**src/lmsnt_pkg.sv**
```systemverilog
package lmsnt_pkg;

    // Field widths fixed by the stream format
    localparam int PAT_W      = 20;
    localparam int RATE_W     = 16;
    localparam int THR_W      = 32;
    localparam int POT_W      = 32;
    localparam int FRAC_W     = 16;
    localparam int ERR_W      = POT_W + 1;
    localparam int DLT_W      = ERR_W + 1;
    localparam int CFG_IDX_W  = 2;
    localparam int CFG_DATA_W = 32;
    localparam int S_TDATA_W  = 24;
    localparam int M_TDATA_W  = 40;

    localparam logic [RATE_W-1:0]       RATE_RESET   = 16'd3277;
    localparam logic signed [THR_W-1:0] THRESH_RESET = 32'sd32768;

    localparam logic [CFG_IDX_W-1:0] CFG_LEARNING_RATE      = 2'd0;
    localparam logic [CFG_IDX_W-1:0] CFG_DECISION_THRESHOLD = 2'd1;

    typedef enum logic [2:0] {
        ST_IDLE,
        ST_SUM,
        ST_SAT,
        ST_OUT,
        ST_MUL,
        ST_UPD
    } t_state;

    typedef struct packed {
        logic                    start;
        logic [RATE_W-1:0]       rate;
        logic signed [ERR_W-1:0] err;
    } t_mul_req;

    typedef struct packed {
        logic                    done;
        logic signed [DLT_W-1:0] delta;
    } t_mul_rsp;

endpackage

```
**src/lms_single_neuron_trainer_top.sv**
```systemverilog
// Single linear neuron trained by the LMS (Widrow-Hoff) rule.
// Input stream: s_axis_tdata carries the binary pattern and target class,
// s_axis_tuser the mode (0 classify, 1 classify and update weights).
// Output stream: m_axis_tdata carries the saturated Q16 potential, the
// decision (potential >= threshold) and the mismatch flag against the target.
// Configuration: i_cfg_we writes register i_cfg_idx (0 learning rate,
// 1 decision threshold) with i_cfg_data. The user must write only while
// the block is idle; the block itself does not enforce this.
// Timing: the weights are walked one per cycle; the sum is then saturated
// (ST_SAT) and loaded into the output register (ST_OUT) once it is free. A
// classify transaction then frees the input. A training transaction then runs
// the bit-serial rate multiplier (one rate bit per cycle) and walks the
// weights again for the update before it frees the input.
// The output register lets the update proceed while the result waits; a
// stalled receiver only holds the block once the next result is ready.
// Reset clears all weights to zero, restores the default rate and threshold,
// and empties the output register.
module lms_single_neuron_trainer_top
    import lmsnt_pkg::*;
#(
    parameter int NUM_INPUTS  = 20,
    parameter int WEIGHT_BITS = 24
) (
    input  logic                  i_clk,
    input  logic                  i_rst_n,
    input  logic                  s_axis_tvalid,
    output logic                  s_axis_tready,
    // [19:0] pattern_bits, [20] target_class, [23:21] zero
    input  logic [S_TDATA_W-1:0]  s_axis_tdata,
    // [0] mode
    input  logic [0:0]            s_axis_tuser,
    output logic                  m_axis_tvalid,
    input  logic                  m_axis_tready,
    // [31:0] potential, [32] decision, [33] mismatch, [39:34] zero
    output logic [M_TDATA_W-1:0]  m_axis_tdata,
    input  logic                  i_cfg_we,
    input  logic [CFG_IDX_W-1:0]  i_cfg_idx,
    input  logic [CFG_DATA_W-1:0] i_cfg_data
);

    localparam int IDX_W     = (NUM_INPUTS > 1) ? $clog2(NUM_INPUTS) : 1;
    localparam int ACC_W     = WEIGHT_BITS + $clog2(NUM_INPUTS) + 1;
    localparam int EXT_W     = (ACC_W > POT_W + 1) ? ACC_W : POT_W + 1;
    localparam int UPD_W     = DLT_W + 1;
    localparam int PAT_EXT_W = (NUM_INPUTS > PAT_W) ? NUM_INPUTS : PAT_W;

    t_state                        r_state, n_state;
    logic [IDX_W-1:0]              r_idx, n_idx;
    logic signed [ACC_W-1:0]       r_acc, n_acc;
    logic [NUM_INPUTS-1:0]         r_pat, n_pat;
    logic                          r_mode, n_mode;
    logic                          r_tgt, n_tgt;
    logic signed [POT_W-1:0]       r_pot, n_pot;
    logic signed [DLT_W-1:0]       r_delta, n_delta;
    logic [RATE_W-1:0]             r_rate;
    logic signed [THR_W-1:0]       r_thr;
    logic signed [WEIGHT_BITS-1:0] r_weight [NUM_INPUTS];
    logic                          r_out_valid, n_out_valid;
    logic signed [POT_W-1:0]       r_out_pot;
    logic                          r_out_dec;
    logic                          r_out_mis;

    logic                          w_accept;
    logic                          w_out_free;
    logic                          w_out_load;
    logic                          w_last;
    logic [PAT_EXT_W-1:0]          w_pat_ext;
    logic signed [WEIGHT_BITS-1:0] w_wsel;
    logic signed [EXT_W-1:0]       w_acc_ext;
    logic [EXT_W-POT_W:0]          w_acc_top;
    logic signed [POT_W-1:0]       w_pot_sat;
    logic                          w_dec;
    logic signed [UPD_W-1:0]       w_upd_sum;
    logic [UPD_W-WEIGHT_BITS:0]    w_upd_top;
    logic signed [WEIGHT_BITS-1:0] w_wnew;
    logic                          w_wr_en;
    t_mul_req                      w_mul_req;
    t_mul_rsp                      w_mul_rsp;

    lmsnt_ser_mul u_ser_mul (
        .i_clk   (i_clk),
        .i_rst_n (i_rst_n),
        .i_req   (w_mul_req),
        .o_rsp   (w_mul_rsp)
    );

    assign s_axis_tready = (r_state == ST_IDLE);
    assign w_accept      = s_axis_tvalid && s_axis_tready;
    assign w_out_free    = !r_out_valid || m_axis_tready;
    assign w_out_load    = (r_state == ST_OUT) && w_out_free;
    assign w_last        = (r_idx == IDX_W'(NUM_INPUTS - 1));
    assign w_pat_ext     = PAT_EXT_W'(s_axis_tdata[PAT_W-1:0]);
    assign w_wsel        = r_weight[r_idx];

    // Clamp the wide sum to 32 bits
    always_comb begin
        w_acc_ext = EXT_W'(r_acc);
        w_acc_top = w_acc_ext[EXT_W-1:POT_W-1];
        if ((&w_acc_top) || !(|w_acc_top)) begin
            w_pot_sat = w_acc_ext[POT_W-1:0];
        end else if (w_acc_ext[EXT_W-1]) begin
            w_pot_sat = {1'b1, {(POT_W-1){1'b0}}};
        end else begin
            w_pot_sat = {1'b0, {(POT_W-1){1'b1}}};
        end
    end

    // Clamp the updated weight to its signed range
    always_comb begin
        w_upd_sum = UPD_W'(w_wsel) + UPD_W'(r_delta);
        w_upd_top = w_upd_sum[UPD_W-1:WEIGHT_BITS-1];
        if ((&w_upd_top) || !(|w_upd_top)) begin
            w_wnew = w_upd_sum[WEIGHT_BITS-1:0];
        end else if (w_upd_sum[UPD_W-1]) begin
            w_wnew = {1'b1, {(WEIGHT_BITS-1){1'b0}}};
        end else begin
            w_wnew = {1'b0, {(WEIGHT_BITS-1){1'b1}}};
        end
    end

    assign w_dec   = (r_pot >= r_thr);
    assign w_wr_en = (r_state == ST_UPD) && r_pat[r_idx];

    // Error term tgt * 1.0 - potential, handed to the multiplier on the result cycle
    assign w_mul_req.start = w_out_load && r_mode;
    assign w_mul_req.rate  = r_rate;
    assign w_mul_req.err   = ERR_W'($signed({1'b0, r_tgt, {FRAC_W{1'b0}}})) - ERR_W'(r_pot);

    always_comb begin
        n_state     = r_state;
        n_idx       = r_idx;
        n_acc       = r_acc;
        n_pat       = r_pat;
        n_mode      = r_mode;
        n_tgt       = r_tgt;
        n_pot       = r_pot;
        n_delta     = r_delta;
        n_out_valid = r_out_valid;
        if (m_axis_tready) begin
            n_out_valid = 1'b0;
        end
        unique case (r_state)
            ST_IDLE: begin
                if (w_accept) begin
                    n_pat   = w_pat_ext[NUM_INPUTS-1:0];
                    n_mode  = s_axis_tuser[0];
                    n_tgt   = s_axis_tdata[PAT_W];
                    n_acc   = '0;
                    n_idx   = '0;
                    n_state = ST_SUM;
                end
            end
            ST_SUM: begin
                if (r_pat[r_idx]) begin
                    n_acc = r_acc + ACC_W'(w_wsel);
                end
                n_idx = r_idx + 1'b1;
                if (w_last) begin
                    n_idx   = '0;
                    n_state = ST_SAT;
                end
            end
            ST_SAT: begin
                n_pot   = w_pot_sat;
                n_state = ST_OUT;
            end
            ST_OUT: begin
                if (w_out_free) begin
                    n_out_valid = 1'b1;
                    n_state     = r_mode ? ST_MUL : ST_IDLE;
                end
            end
            ST_MUL: begin
                if (w_mul_rsp.done) begin
                    n_delta = w_mul_rsp.delta;
                    n_idx   = '0;
                    n_state = ST_UPD;
                end
            end
            ST_UPD: begin
                n_idx = r_idx + 1'b1;
                if (w_last) begin
                    n_idx   = '0;
                    n_state = ST_IDLE;
                end
            end
            default: begin
                n_state = ST_IDLE;
            end
        endcase
    end

    always_ff @(posedge i_clk) begin
        if (!i_rst_n) begin
            r_state     <= ST_IDLE;
            r_idx       <= '0;
            r_out_valid <= 1'b0;
        end else begin
            r_state     <= n_state;
            r_idx       <= n_idx;
            r_out_valid <= n_out_valid;
        end
    end

    always_ff @(posedge i_clk) begin
        r_acc   <= n_acc;
        r_pat   <= n_pat;
        r_mode  <= n_mode;
        r_tgt   <= n_tgt;
        r_pot   <= n_pot;
        r_delta <= n_delta;
        if (w_out_load) begin
            r_out_pot <= r_pot;
            r_out_dec <= w_dec;
            r_out_mis <= w_dec ^ r_tgt;
        end
    end

    always_ff @(posedge i_clk) begin
        if (!i_rst_n) begin
            for (int i = 0; i < NUM_INPUTS; i++) begin
                r_weight[i] <= '0;
            end
        end else if (w_wr_en) begin
            r_weight[r_idx] <= w_wnew;
        end
    end

    always_ff @(posedge i_clk) begin
        if (!i_rst_n) begin
            r_rate <= RATE_RESET;
            r_thr  <= THRESH_RESET;
        end else if (i_cfg_we) begin
            unique case (i_cfg_idx)
                CFG_LEARNING_RATE:      r_rate <= i_cfg_data[RATE_W-1:0];
                CFG_DECISION_THRESHOLD: r_thr  <= $signed(i_cfg_data[THR_W-1:0]);
                default: begin
                    // drop writes to unknown registers
                end
            endcase
        end
    end

    assign m_axis_tvalid = r_out_valid;
    assign m_axis_tdata  = {{(M_TDATA_W-POT_W-2){1'b0}}, r_out_mis, r_out_dec, r_out_pot};

`ifndef NO_ASSERTIONS
    a_accept_clears_sum: assert property (@(posedge i_clk) disable iff (!i_rst_n)
        w_accept |=> (r_state == ST_SUM) && (r_acc == '0) && (r_idx == '0))
        else $error("accepted transaction did not start a fresh sum");

    a_mul_done_in_wait: assert property (@(posedge i_clk) disable iff (!i_rst_n)
        w_mul_rsp.done |-> (r_state == ST_MUL))
        else $error("multiplier finished outside its wait state");

    a_classify_returns_idle: assert property (@(posedge i_clk) disable iff (!i_rst_n)
        (w_out_load && !r_mode) |=> (r_state == ST_IDLE) && r_out_valid)
        else $error("classify transaction did not finish after its result");

    a_train_starts_mul: assert property (@(posedge i_clk) disable iff (!i_rst_n)
        (w_out_load && r_mode) |=> (r_state == ST_MUL))
        else $error("training transaction skipped the multiply");

    a_no_result_overwrite: assert property (@(posedge i_clk) disable iff (!i_rst_n)
        (r_out_valid && !m_axis_tready) |=> r_out_valid && $stable(r_out_pot))
        else $error("waiting result overwritten");
`endif

endmodule

```
**src/lmsnt_ser_mul.sv**
```systemverilog
module lmsnt_ser_mul
    import lmsnt_pkg::*;
(
    input  logic     i_clk,
    input  logic     i_rst_n,
    input  t_mul_req i_req,
    output t_mul_rsp o_rsp
);

    localparam int CNT_W = $clog2(RATE_W);

    logic                    r_busy, n_busy;
    logic                    r_done, n_done;
    logic [CNT_W-1:0]        r_cnt, n_cnt;
    logic [RATE_W-1:0]       r_rate, n_rate;
    logic signed [ERR_W-1:0] r_mcand, n_mcand;
    logic signed [DLT_W-1:0] r_hi, n_hi;
    logic [RATE_W-1:0]       r_lo, n_lo;
    logic signed [DLT_W-1:0] w_sum;

    // One multiplier bit a cycle, LSB first; low product bits shift out into r_lo
    always_comb begin
        w_sum   = r_hi + (r_rate[0] ? $signed({r_mcand[ERR_W-1], r_mcand}) : '0);
        n_busy  = r_busy;
        n_done  = 1'b0;
        n_cnt   = r_cnt;
        n_rate  = r_rate;
        n_mcand = r_mcand;
        n_hi    = r_hi;
        n_lo    = r_lo;
        if (i_req.start) begin
            n_busy  = 1'b1;
            n_cnt   = '0;
            n_rate  = i_req.rate;
            n_mcand = i_req.err;
            n_hi    = '0;
            n_lo    = '0;
        end else if (r_busy) begin
            n_hi   = w_sum >>> 1;
            n_lo   = {w_sum[0], r_lo[RATE_W-1:1]};
            n_rate = {1'b0, r_rate[RATE_W-1:1]};
            n_cnt  = r_cnt + 1'b1;
            if (r_cnt == CNT_W'(RATE_W - 1)) begin
                n_busy = 1'b0;
                n_done = 1'b1;
            end
        end
    end

    always_ff @(posedge i_clk) begin
        if (!i_rst_n) begin
            r_busy <= 1'b0;
            r_done <= 1'b0;
            r_cnt  <= '0;
        end else begin
            r_busy <= n_busy;
            r_done <= n_done;
            r_cnt  <= n_cnt;
        end
    end

    always_ff @(posedge i_clk) begin
        r_rate  <= n_rate;
        r_mcand <= n_mcand;
        r_hi    <= n_hi;
        r_lo    <= n_lo;
    end

    // Round half up: adding one half of the dropped fraction carries iff its top bit is set
    assign o_rsp.done  = r_done;
    assign o_rsp.delta = r_hi + $signed({{(DLT_W-1){1'b0}}, r_lo[RATE_W-1]});

endmodule
```
**config.mk**
```make
export PLATFORM = sky130hd
export DESIGN_NAME = lms_single_neuron_trainer_top
export DESIGN_NICKNAME = d
export VERILOG_FILES = /design/src/lmsnt_pkg.sv /design/src/lms_single_neuron_trainer_top.sv /design/src/lmsnt_ser_mul.sv
export SDC_FILE = /design/constraint.sdc
export NUM_CORES = 2
export LEC_CHECK = 0
export ABC_AREA = 1
export ABC_CLOCK_PERIOD_IN_PS = 10900
export BUFFER_PORTS_ARGS = -buffer_cell sky130_fd_sc_hd__buf_2
export CORE_UTILIZATION = 40
export DETAILED_ROUTE_END_ITERATION = 8
export GPL_ROUTABILITY_DRIVEN = 0
export GPL_TIMING_DRIVEN = 0
export PLACE_DENSITY_LB_ADDON = 0.1
export SYNTH_ARGS = -nofsm -noshare
export SYNTH_HDL_FRONTEND = slang
export SYNTH_SLANG_ARGS = --single-unit
```
**constraint.sdc**
```tcl
create_clock -name i_clk -period 10.9 [get_ports i_clk]
set_clock_uncertainty 0.05 [all_clocks]
set_input_delay 1.09 -clock i_clk [delete_from_list [all_inputs] [get_ports i_clk]]
set_output_delay 1.09 -clock i_clk [all_outputs]
set_load 0.005 [all_outputs]
```
# Word-level counts from Yosys, hierarchy flattened

Memory sizes are Yosys's and may differ from the RTL's. A register that Yosys moved wholly into a read port is not among the register bits.
Cells that the tools add are included.

Bits in registers: 309
Memory bits (writable): 480
Logic and storage cells: 111
Bits of input ports: 64
Memories kept: 1
Output and inout port bits: 42

Bitwise operators: 3
Add/subtract/negate cells: 7
Equal/unequal tests: 14
Magnitude comparators: 2
Reduce and logical (&&, ||, !) cells: 26
Mux-type cells: 37

Memories:

| name     | depth | width | rd ports | clocked after Yosys merged registers in | write ports | line                                | text |
|---|---|---|---|---|---|---|---|
| r_weight | 20    | 24    | 1        | 1                                       | 20          | lms_single_neuron_trainer_top.sv:57 | `logic signed [WEIGHT_BITS-1:0] r_weight [NUM_INPUTS];` |

Operators with widths:

| cell                                                 | count |
|---|---|
| 2-to-1 mux 24 bit                                    | 3 |
| 2-to-1 mux 30 bit                                    | 2 |
| case mux 30 bit (2 select lines)                     | 1 |
| adder 24 x 34 -> 35 bit                              | 1 |
| adder 33 x 2 -> 34 bit                               | 1 |
| adder 34 bit                                         | 1 |
| 2-to-1 mux 34 bit                                    | 1 |
| greater-or-equal comparator 30 x 32 -> 1 bit         | 1 |
| 2-to-1 mux 16 bit                                    | 2 |
| subtractor 18 x 30 -> 31 bit                         | 1 |
| adder 30 x 24 -> 30 bit                              | 1 |
| 2-to-1 mux 5 bit                                     | 6 |
| OR reduction 24 bit                                  | 1 |
| 2-to-1 mux 3 bit                                     | 6 |
| case mux 3 bit (6 select lines)                      | 1 |
| case mux 5 bit (3 select lines)                      | 1 |
| 2-to-1 mux 1 bit                                     | 13 |
| AND reduction 12 bit                                 | 1 |
| OR reduction 12 bit                                  | 1 |
| inequality test 2 bit (second input constant)        | 4 |
| AND reduction 2 bit                                  | 4 |
| equality test 3 x 2 -> 1 bit (second input constant) | 2 |
| equality test 3 bit (second input constant)          | 2 |
| < comparator 5 x 6 -> 1 bit (second input constant)  | 1 |
| 21 further kinds                                     | 31 |

# Logic depth before layout (Yosys ltp)

Depth after elaboration: 8
Depth in mapped cells: 32
Depth with buffers taken out: 26

# By module

A second synthesis with hierarchy kept.

Cell total of the unflattened synthesis: 5284
Area, all modules: 53874.2 µm²

By module, submodules not included:

| module                        | seq. area each (µm²) | instances | cells each | area an instance (µm²) |
|---|---|---|---|---|
| lms_single_neuron_trainer_top | 28747.6              | 1         | 4365       | 47545.6 |
| lmsnt_ser_mul                 | 2272.2               | 1         | 919        | 6328.6 |

# Worst setup path after synthesis

OpenSTA, ideal clock, no wires.

Path type: reg2reg
Start: register (tool-made name)
End: memory r_weight[20][10], data pin
Period minus slack after synthesis: 4.635 ns
Cell stages (with the launch flop): 31
Arrival time: 4.283 ns
Required time: 10.548 ns
Library setup time: 0.302 ns
Path slack: 6.265 ns
Buffers on the path: 7
Cells stage by stage: dfxtp_1 > clkbuf_1 > buf_2 > buf_2 > clkbuf_1 > clkbuf_1 > nor2_1 > o221ai_1 > nand3_1 > a32oi_1 > ha_1 > inv_1 > fa_1 > inv_1 > nand3_1 > nand3_1 > nand3_1 > nand2_1 > nand2_1 > nand2_1 > nand2_1 > nand2_1 > nand2_1 > nand2_1 > nand2_1 > nor2_2 > nand2_2 > nand2_2 > buf_4 > buf_2 > nand2_1

RTL lines:

| element       | line |
|---|---|
| end, declared | lms_single_neuron_trainer_top.sv:57 |

==> metrics.txt <==
CTS tree=done; MaxCap Viol Count=2; I/O pin count=106; met1 usage=42.2%; worst vdd ir=0.402 mV; failing checks=capacitance limit, slew limit; cts repair resizes=0; crit start category=flop; sequential element share of the synthesized area=57.8%; clk_lat worst skew=0.77 ns; Design Power=17,800 uW; Leakage=0.0234 uW; met3 Resource Use GR=7.98%; Yosys warnings=0; Nets=5,891; Post-CTS Hold Buffers=0; GRT overflow=0; relative slew slack=-4.91%; Clock power frac=22.5%; number of synthesized flops with an enable pin=963; PortBufs=95; Setup Fix Bufs, Post-CTS=0; Die X=368 um; CTS Root Cell=clkbuf_16; GRT Max-Usage Layer=met1; layout cells sized above 1=14.5%; Vias=42,700; prevailing post-synth register cell=edfxtp_1; Filler cells=12,700; period utilization=88.4%; clk slew on worst S/H paths=0.06 ns; RSZ-0062 raised after global routing=false; Syn-to-layout area delta=14.5%; crit-path max FO=12; CP arrival=9.85 ns; min cycle time layout=9.64 ns; Routed WL=202,000 um; met2 Use GR=40.4%; DR vias/cell=5.66; largest net degree at the start of global routing=35; row count=133; Distinct cells, synth=53; DRC viols=0; sw power=7910 uW; antenna violations before repair=15; vias in the first global route=39,300; final hold vios=0; syn_area_per_cell=10.4 sq um; placed instance count=7,321; data required time of the critical path=11.11 ns; Comb power frac=43.0%; #FFs+latches synth=1,065; multi-input logic area=0.0203 sq mm; maximum buffer depth of the clock tree=3; routed length per placed instance=26.8 um; Cell Pwr Density=291 mW/mm^2; H-tree depth=3; post-synthesis cell count=5,172; HPWL Detailed=147,000 um; Inserted Clock Buffers=116; CORE AREA=0.132 sq mm; Max Clock Freq=104 MHz; first-pass iteration count of the detailed router=7; antenna-violating nets left=0; hold_ws=0.407 ns; Sw Ratio=44.4%; die extent in y=368 um; Final Instance Count excl. Fillers=7,545; Hold Path Class=reg -> reg; Seq pwr share=34.5%; setup violators final=0; worst slew pin tran=1.56 ns; fin. max-slew vios=9; fin worst setup slack=1.26 ns; DRT iter0 DRCs=5,392; storage element area=0.0310 sq mm; nature of the critical path endpoint=flop; Sink Count=1,065; Total Neg Setup Slack=0 ns; FFs w/ async S/R, synth=0%; Global Route Usage Sum=29.2%; Pint=9900 uW; Setup CP Type=reg -> reg; initial cell density of the core=40.5%; first-pass GRT wire length=282,000 um; pre-CTS setup slack=1.78 ns; run status=finished, violations left; total die area=0.135 sq mm; Synth Cell Area=0.0535 sq mm
[per-stage QoR]
stage / area, sq um / utilization [%]
6_report: 61300 / 46.4
5_1_grt: 61300 / 46.4
4_1_cts: 61300 / 46.4
3_5_place_dp: 57500 / 43.5
3_3_place_gp: 57300 / 43.4
2_1_floorplan: 54600 / -
[flip-flops by register name (all words and copies together) (netlist names), 3 cells and up, named ones only]
name               count
r_acc                 30
r_delta               34
r_idx                  5
r_out_pot             30
r_pat                 20
r_pot                 30
r_rate                16
r_state                3
r_thr                 32
r_weight             768
u_ser_mul.r_cnt        4
u_ser_mul.r_hi        33
u_ser_mul.r_mcand     31
u_ser_mul.r_rate      16
[logic make-up after synthesis]
kind of cell / share of synthesized area (%)
other: 0.00700
buffers and inverters: 6.47
AND/OR/NAND/NOR: 12.6
adder cells (fa/ha/maj): 3.31
XOR/XNOR: 1.65
flip-flops: 57.8
AO/OA/AOI/OAI: 18.2
[layout make-up]
class,instances,share of cell area (%)
flip-flops and latches,1065,50.5
multi-input cells,3665,33.0
clock buffers,152,5.14
well taps,1755,3.58
plain buffers,357,3.34
inverters,378,2.31
repair buffers,104,1.04
clock inverters,65,1.03
diodes,4,0.0163
[cell usage after synthesis (63+ instances only)]
library cell / count / area (sq um)
edfxtp_1: 963 / 28900
nor2_1: 686 / 2570
nand2_1: 644 / 2420
o21ai_0: 552 / 2760
inv_1: 374 / 1400
a21oi_2: 343 / 3000
a21oi_1: 300 / 1500
clkbuf_1: 201 / 754
nand3_1: 153 / 766
o221ai_1: 146 / 1280
ha_1: 137 / 1710
dfxtp_1: 102 / 2040
xor2_1: 83 / 727
buf_6: 63 / 709
[worst max-delay path, cell delays in order, from the launching register on]
cell and delay, ns:
dfxtp_1 0.30, clkbuf_1 0.39, buf_2 0.44, buf_2 0.48
clkbuf_1 1.05, clkbuf_1 0.54, nor2_1 0.11, o221ai_1 0.55
a31oi_1 0.35, a32oi_1 1.14, ha_1 0.51, nand2_1 0.10
nand2_1 0.06, nand2_1 0.06, nand2_1 0.06, a21oi_1 0.25
nor2_1 0.14, nor2_1 0.26, nand3_1 0.12, nand2_1 0.08
nand2_1 0.07, nor2_2 0.11, nand2_2 0.09, nand2_2 0.40
buf_4 0.33, buf_2 0.45, nand2_1 0.56
[cells in the final DEF, fill, tap and decap left out, drive strengths merged, types with 4 or more instances in the layout]
master | synthesis | final
or2 | 7 | 7
buf | 156 | 260
a31oi | 40 | 40
conb | 1 | 294
o221ai | 146 | 146
a32oi | 19 | 19
inv | 376 | 381
o21bai | 10 | 10
nand3 | 156 | 156
clkinv | 2 | 48
diode | 0 | 4
o22ai | 53 | 53
o21ai | 554 | 554
nor4 | 8 | 8
o211ai | 14 | 14
ha | 137 | 137
clkinvlp | 0 | 4
and2 | 4 | 4
a211oi | 4 | 4
a21oi | 643 | 643
a21o | 7 | 7
nand4 | 26 | 26
nor2 | 698 | 698
bufinv | 0 | 10
o21a | 11 | 11
clkbuf | 201 | 353
xor2 | 83 | 83
dfxtp | 102 | 102
nand2 | 676 | 676
xnor2 | 18 | 18
nor3 | 37 | 37
edfxtp | 963 | 963
[power by group through the flow]
stage	Combinational [uW]	Clock, uW	Sequential, uW
floorplan	4650	0	6060
global placement	7330	0	6230
detailed placement	7420	0	6240
CTS	7440	4050	6160
global route	8150	4190	6240
finish	7650	4020	6150
[worst paths after layout]
| check | from | to | slack, ns | depth (start not counted) |
|---|---|---|---|---|
| worst max-delay path | flop | r_weight[22][11] | 1.26 | 26 |
| worst max register to register | flop | r_weight[22][11] | 1.26 | 26 |
| worst min-delay path | r_thr[26] | r_thr[26] | 0.41 | 2 |
| worst min register to register | r_thr[26] | r_thr[26] | 0.41 | 2 |
[routing by layer]
metal,vias to the layer above,wire length (um)
li1,19100,-
met1,20800,87900
met2,2344,81500
met3,402,23000
met4,18,9430
met5,-,120
Power figures use the tool's default switching activity.
